### config.mk
export PLATFORM = sky130hd
export DESIGN_NAME = cr_index
export DESIGN_NICKNAME = d
export VERILOG_FILES = /design/src/rtl/core/cr_pkg.sv /design/src/rtl/core/cr_index.sv
export SDC_FILE = /design/constraint.sdc
export NUM_CORES = 1
export LEC_CHECK = 0
export ABC_AREA = 1
export BUFFER_PORTS_ARGS = -buffer_cell sky130_fd_sc_hd__buf_2
export CORE_MARGIN = 2
export CORE_UTILIZATION = 60
export CTS_CLUSTER_DIAMETER = 150
export DETAILED_ROUTE_END_ITERATION = 7
export PLACE_DENSITY = 0.83
export SLEW_MARGIN = 5
export SYNTH_ARGS = -nofsm -noshare
export SYNTH_HDL_FRONTEND = slang
export SYNTH_SLANG_ARGS = --single-unit
### constraint.sdc
create_clock -name clk -period 5.93 [get_ports clk]
set_input_delay 0.593 -clock clk [delete_from_list [all_inputs] [get_ports clk]]
set_output_delay 0.593 -clock clk [all_outputs]
set_load 0.02 [all_outputs]
### src/rtl/core/cr_pkg.sv
// Shared types, constants and arithmetic helpers for the spline evaluator.
`timescale 1ns / 1ps
package cr_pkg;

	localparam int MAX_POINTS = 64;
	localparam int PIDX_W     = $clog2(MAX_POINTS);
	localparam int CNT_W      = PIDX_W + 1;
	localparam int COORD_W    = 32;
	localparam int FRAC_W     = 16;
	localparam int T_W        = 24;
	localparam int ACC_W      = 40;
	localparam int PROD_W     = ACC_W + FRAC_W + 1;
	localparam int PIPE_LEN   = 10;

	localparam logic FUNC_LOAD = 1'b0;
	localparam logic FUNC_EVAL = 1'b1;

	typedef struct packed {
		logic signed [COORD_W-1:0] x;
		logic signed [COORD_W-1:0] y;
		logic signed [COORD_W-1:0] z;
	} point_t;

	typedef struct packed {
		logic [PIDX_W-1:0] i0;
		logic [PIDX_W-1:0] i1;
		logic [PIDX_W-1:0] i2;
		logic [PIDX_W-1:0] i3;
	} rd_addr_t;

	function automatic logic signed [ACC_W-1:0] sx(input logic signed [COORD_W-1:0] p);
		return {{(ACC_W-COORD_W){p[COORD_W-1]}}, p};
	endfunction

	function automatic logic signed [PROD_W-1:0] mulf(input logic signed [ACC_W-1:0] a,
			input logic [FRAC_W-1:0] f);
		logic signed [PROD_W-1:0] ae;
		logic signed [PROD_W-1:0] fe;
		ae = {{(PROD_W-ACC_W){a[ACC_W-1]}}, a};
		fe = {{(PROD_W-FRAC_W){1'b0}}, f};
		return ae * fe;
	endfunction

	// round to nearest, halves up, drop FRAC_W bits
	function automatic logic signed [ACC_W-1:0] rnd(input logic signed [PROD_W-1:0] m);
		logic signed [PROD_W-1:0] t;
		t = m + (PROD_W'(1) <<< (FRAC_W-1));
		return t[FRAC_W+ACC_W-1:FRAC_W];
	endfunction

	function automatic logic signed [COORD_W-1:0] half_sat(input logic signed [ACC_W-1:0] a);
		logic signed [ACC_W-1:0] t;
		logic signed [ACC_W-2:0] h;
		t = a + ACC_W'(1);
		h = t[ACC_W-1:1];
		if (h > (ACC_W-1)'(64'sd2147483647))
			return 32'sh7FFFFFFF;
		else if (h < (ACC_W-1)'(-64'sd2147483648))
			return 32'sh80000000;
		else
			return h[COORD_W-1:0];
	endfunction

endpackage

### src/rtl/core/cr_index.sv
// Segment and fraction from global parameter, neighbor address generation.
`timescale 1ns / 1ps
module cr_index (
	input  logic                        clk,
	input  logic                        en,
	input  logic [cr_pkg::T_W-1:0]      global_t,
	input  logic [cr_pkg::CNT_W-1:0]    cnt,
	output logic [cr_pkg::FRAC_W-1:0]   f_s1,
	output cr_pkg::rd_addr_t            raddr
);
	import cr_pkg::*;

	localparam int PRODI_W = FRAC_W + CNT_W;

	logic [CNT_W-1:0]   n;
	logic [PIDX_W-1:0]  nm1;
	logic [PRODI_W-1:0] prod;
	logic [PIDX_W-1:0]  seg_s1;
	logic [PIDX_W-1:0]  i2;

	always_comb begin
		if (cnt == '0)
			n = CNT_W'(1);
		else if (cnt > CNT_W'(MAX_POINTS))
			n = CNT_W'(MAX_POINTS);
		else
			n = cnt;
		nm1 = PIDX_W'(n - CNT_W'(1));
	end

	// integer part of t contributes whole loops, only the fraction matters
	assign prod = {{CNT_W{1'b0}}, global_t[FRAC_W-1:0]} * {{FRAC_W{1'b0}}, n};

	always_ff @(posedge clk) begin
		if (en) begin
			seg_s1 <= prod[FRAC_W+PIDX_W-1:FRAC_W];
			f_s1   <= prod[FRAC_W-1:0];
		end
	end

	always_comb begin
		i2       = (seg_s1 == nm1) ? '0 : PIDX_W'(seg_s1 + PIDX_W'(1));
		raddr.i0 = (seg_s1 == '0) ? nm1 : PIDX_W'(seg_s1 - PIDX_W'(1));
		raddr.i1 = seg_s1;
		raddr.i2 = i2;
		raddr.i3 = (i2 == nm1) ? '0 : PIDX_W'(i2 + PIDX_W'(1));
	end

endmodule

==> impl_metrics.ini <==
[run_status]
status = completed

[cells_and_area]
stdcell_area_sq_mm = 0.00531
antenna_cells = 0
area_delta_synth_final_pct = 9.26
instances_no_fill = 779
nets = 824
drive_gt1_share_pct = 15.2

[power_and_ir_drop]
p_int_uw = 741
cellPowerDensity_mw_per_mm2 = 309
peakVddDrop_mv = 0.189
p_leak_uw = 0.00299
p_clk_share_pct = 5.3
power_switching_share_pct = 54.9
seq_power_share_pct = 18.3
pwr-share-comb_pct = 76.3
p_sw_uw = 902

[floorplanning]
floorplan.initialDensity_pct = 62.3
die_w_um = 94.0
placementRows = 32
dieArea_sq_mm = 0.00884
ios = 73
die_h_um = 94.0
core_area_sq_mm = 0.00781

[grt]
antenna_found_initial = 0
grt_pass1_vias = 4152
track_usage_pct = 27.1
grt_overflow_total = 0
grt_max_degree = 23
grt_pass1_wl_um = 19000

[yosys]
syn_area_per_cell_sq_um = 7.86
synth_top_area_cell = fa_1
yosysMostFrequentCell = nand2_1
ys_types = 34
yosys-top-cells-count = nand2_1, inv_1, nor2_1
synth_edf_count = 22
ys_async_sr_fraction_pct = 0
ys_ff_latch = 22
yosysSeqAreaShare_pct = 13.6
synth_top_area_share_pct = 28.0
synth.net_count = 764
synth-main-ff-cell = edfxtp_1
syn_inst = 619
yosysWarningCount = 0
synth.area.top_cells = fa_1, edfxtp_1, ha_1
synth_area_sq_mm = 0.00486

[clock_network]
htreeDepth = 1
numCtsBuffers = 3
ctsHoldBuffers = 0
cts_max_path_buffers = 2
post_cts_resized = 0
clock-sinks = 22
cts_setup_buffers = 0
clock_tree.root_cell = clkbuf_8
clk_pin_slew_worst_paths_ns = 0.07
cts_tree = done

[route]
routedWlPerCell_um = 14.5
wl_um = 11300
num_vias = 4221
firstDrtPassIters = 7
dr.first_iter.drc_count = 244
drc = 0
drt-vias-per-instance = 5.42
postRouteAntennaNets = 0

[timing]
slew_viol_final = 0
min_period_over_period_pct = 90.2
final-hold-violation-count = 0
tns_ns = 0
tightest_slew_ns = 0.495
maxSlewHeadroom_pct = 66.6
period_needed_ns = 5.35
setup_viol_count_final = 0
rsz0062_at_grt = false
max_freq_mhz = 187

[critical_path]
cp_top_family = adder cells
start_kind = input port
path_buf_inv = 4
crit_required_ns = 5.94
cp_common_cell = fa_1
crit_cells = 19
cp_data_arrival_time_ns = 5.35
end_kind = register
worstPathCellList = buf_2 > nor2_2 > inv_1 > nor2_1 > fa_1 > fa_1 > fa_1 > inv_1 > fa_1 > inv_1 > ha_1 > nand2_1 > nor2_1 > nand2_1 > o21ai_0 > nand3_1 > nand2_1 > a31oi_1 > xor2_1
crit_fanout = 11
crit_type = input port to register
crit_slowest_cell = fa_1
worst_path_largest_cell_delay_ns = 0.56

[placed_design]
placed_area_sq_mm = 0.00527
globalplace.congestion = 0.933
port_buffers = 64
dp_hpwl_um = 9610
dp.cells = 776

[hold_path]
holdPathStages = 3
hold_path.class = input port to register

[job]
drv_cap = 0
==> state kept, by name, indices dropped and copies added, names as in the netlist <==
name    count
seg_s1      6
f_s1       16
==> path summary, 6_finish.rpt <==
path	start	end	slack, ns
worst max-delay path	cnt[6]	seg_s1[3]	0.58
worst min-delay path	global_t[0]	f_s1[0]	0.77
==> cell type report <==
type	count	area, sq um
multi-input combinational	457	3650
fill	673	2490
clock buffer	3	41.3
timing repair buffer	67	343
tap	102	128
sequential	22	661
inverter	128	488
==> stage by stage <==
stage	hold WS, ns	worst slack [ns]	total power (uW)	util, %
final	0.769	0.581	1640	68.1
after global routing	0.795	0.260	1800	68.1
after CTS	0.756	0.635	1650	68.1
after detailed placement	1.02	0.386	1550	67.5
after global placement	1.01	0.537	1520	67.5
after floorplan	0.705	0.888	1210	-
==> per-layer routing <==
metal  vias to the layer above  GRT usage [%]  share of wire [%]
li1                       2012              -                  -
met1                      2019           37.8                 43
met2                       167           44.8                 47
met3                        23           3.45                6.9
met4                         0           7.25                3.4
met5                         -              0                  0
==> cells by family (layout without fill, tap and decap cells) <==
group                      after synthesis  after routing  synth area share [%]
AOI/OAI and AO/OA                       46             46                  5.12
xor gates and xnor gates                33             33                  6.10
adders and majority gates              112            112                  39.3
buffers and inverters                  140            198                  11.3
DFF                                     22             22                  13.6
and+or+nand+nor                        266            266                  24.6
==> power groups by stage <==
stage | combinational [uW] | sequential (uW) | clock, uW
detailed placement | 1250 | 305 | 0
global route | 1400 | 307 | 97.0
CTS | 1250 | 301 | 89.1
floorplan | 860 | 354 | 0
global placement | 1220 | 302 | 0
finish | 1250 | 301 | 87.6
==> cells in the final DEF, fill, tap and decap left out, drive strengths merged <==
master	Yosys	final
o21a	2	2
a21oi	20	20
clkbuf	9	3
nand2	141	141
a31oi	4	4
nor3	4	4
ha	44	44
o221ai	1	1
clkinv	1	1
nand4	4	4
nand3	33	33
edfxtp	22	22
fa	68	68
xor2	26	26
buf	3	67
a311o	1	1
nor2	83	83
nor4	1	1
inv	127	127
o21ai	18	18
xnor2	7	7
==> worst min-delay path, cell delays in order <==
cell and delay [ns]:
buf_2 0.11, inv_1 0.09, nor2_1 0.11
Note: power is estimated with default switching activity, not from simulation.
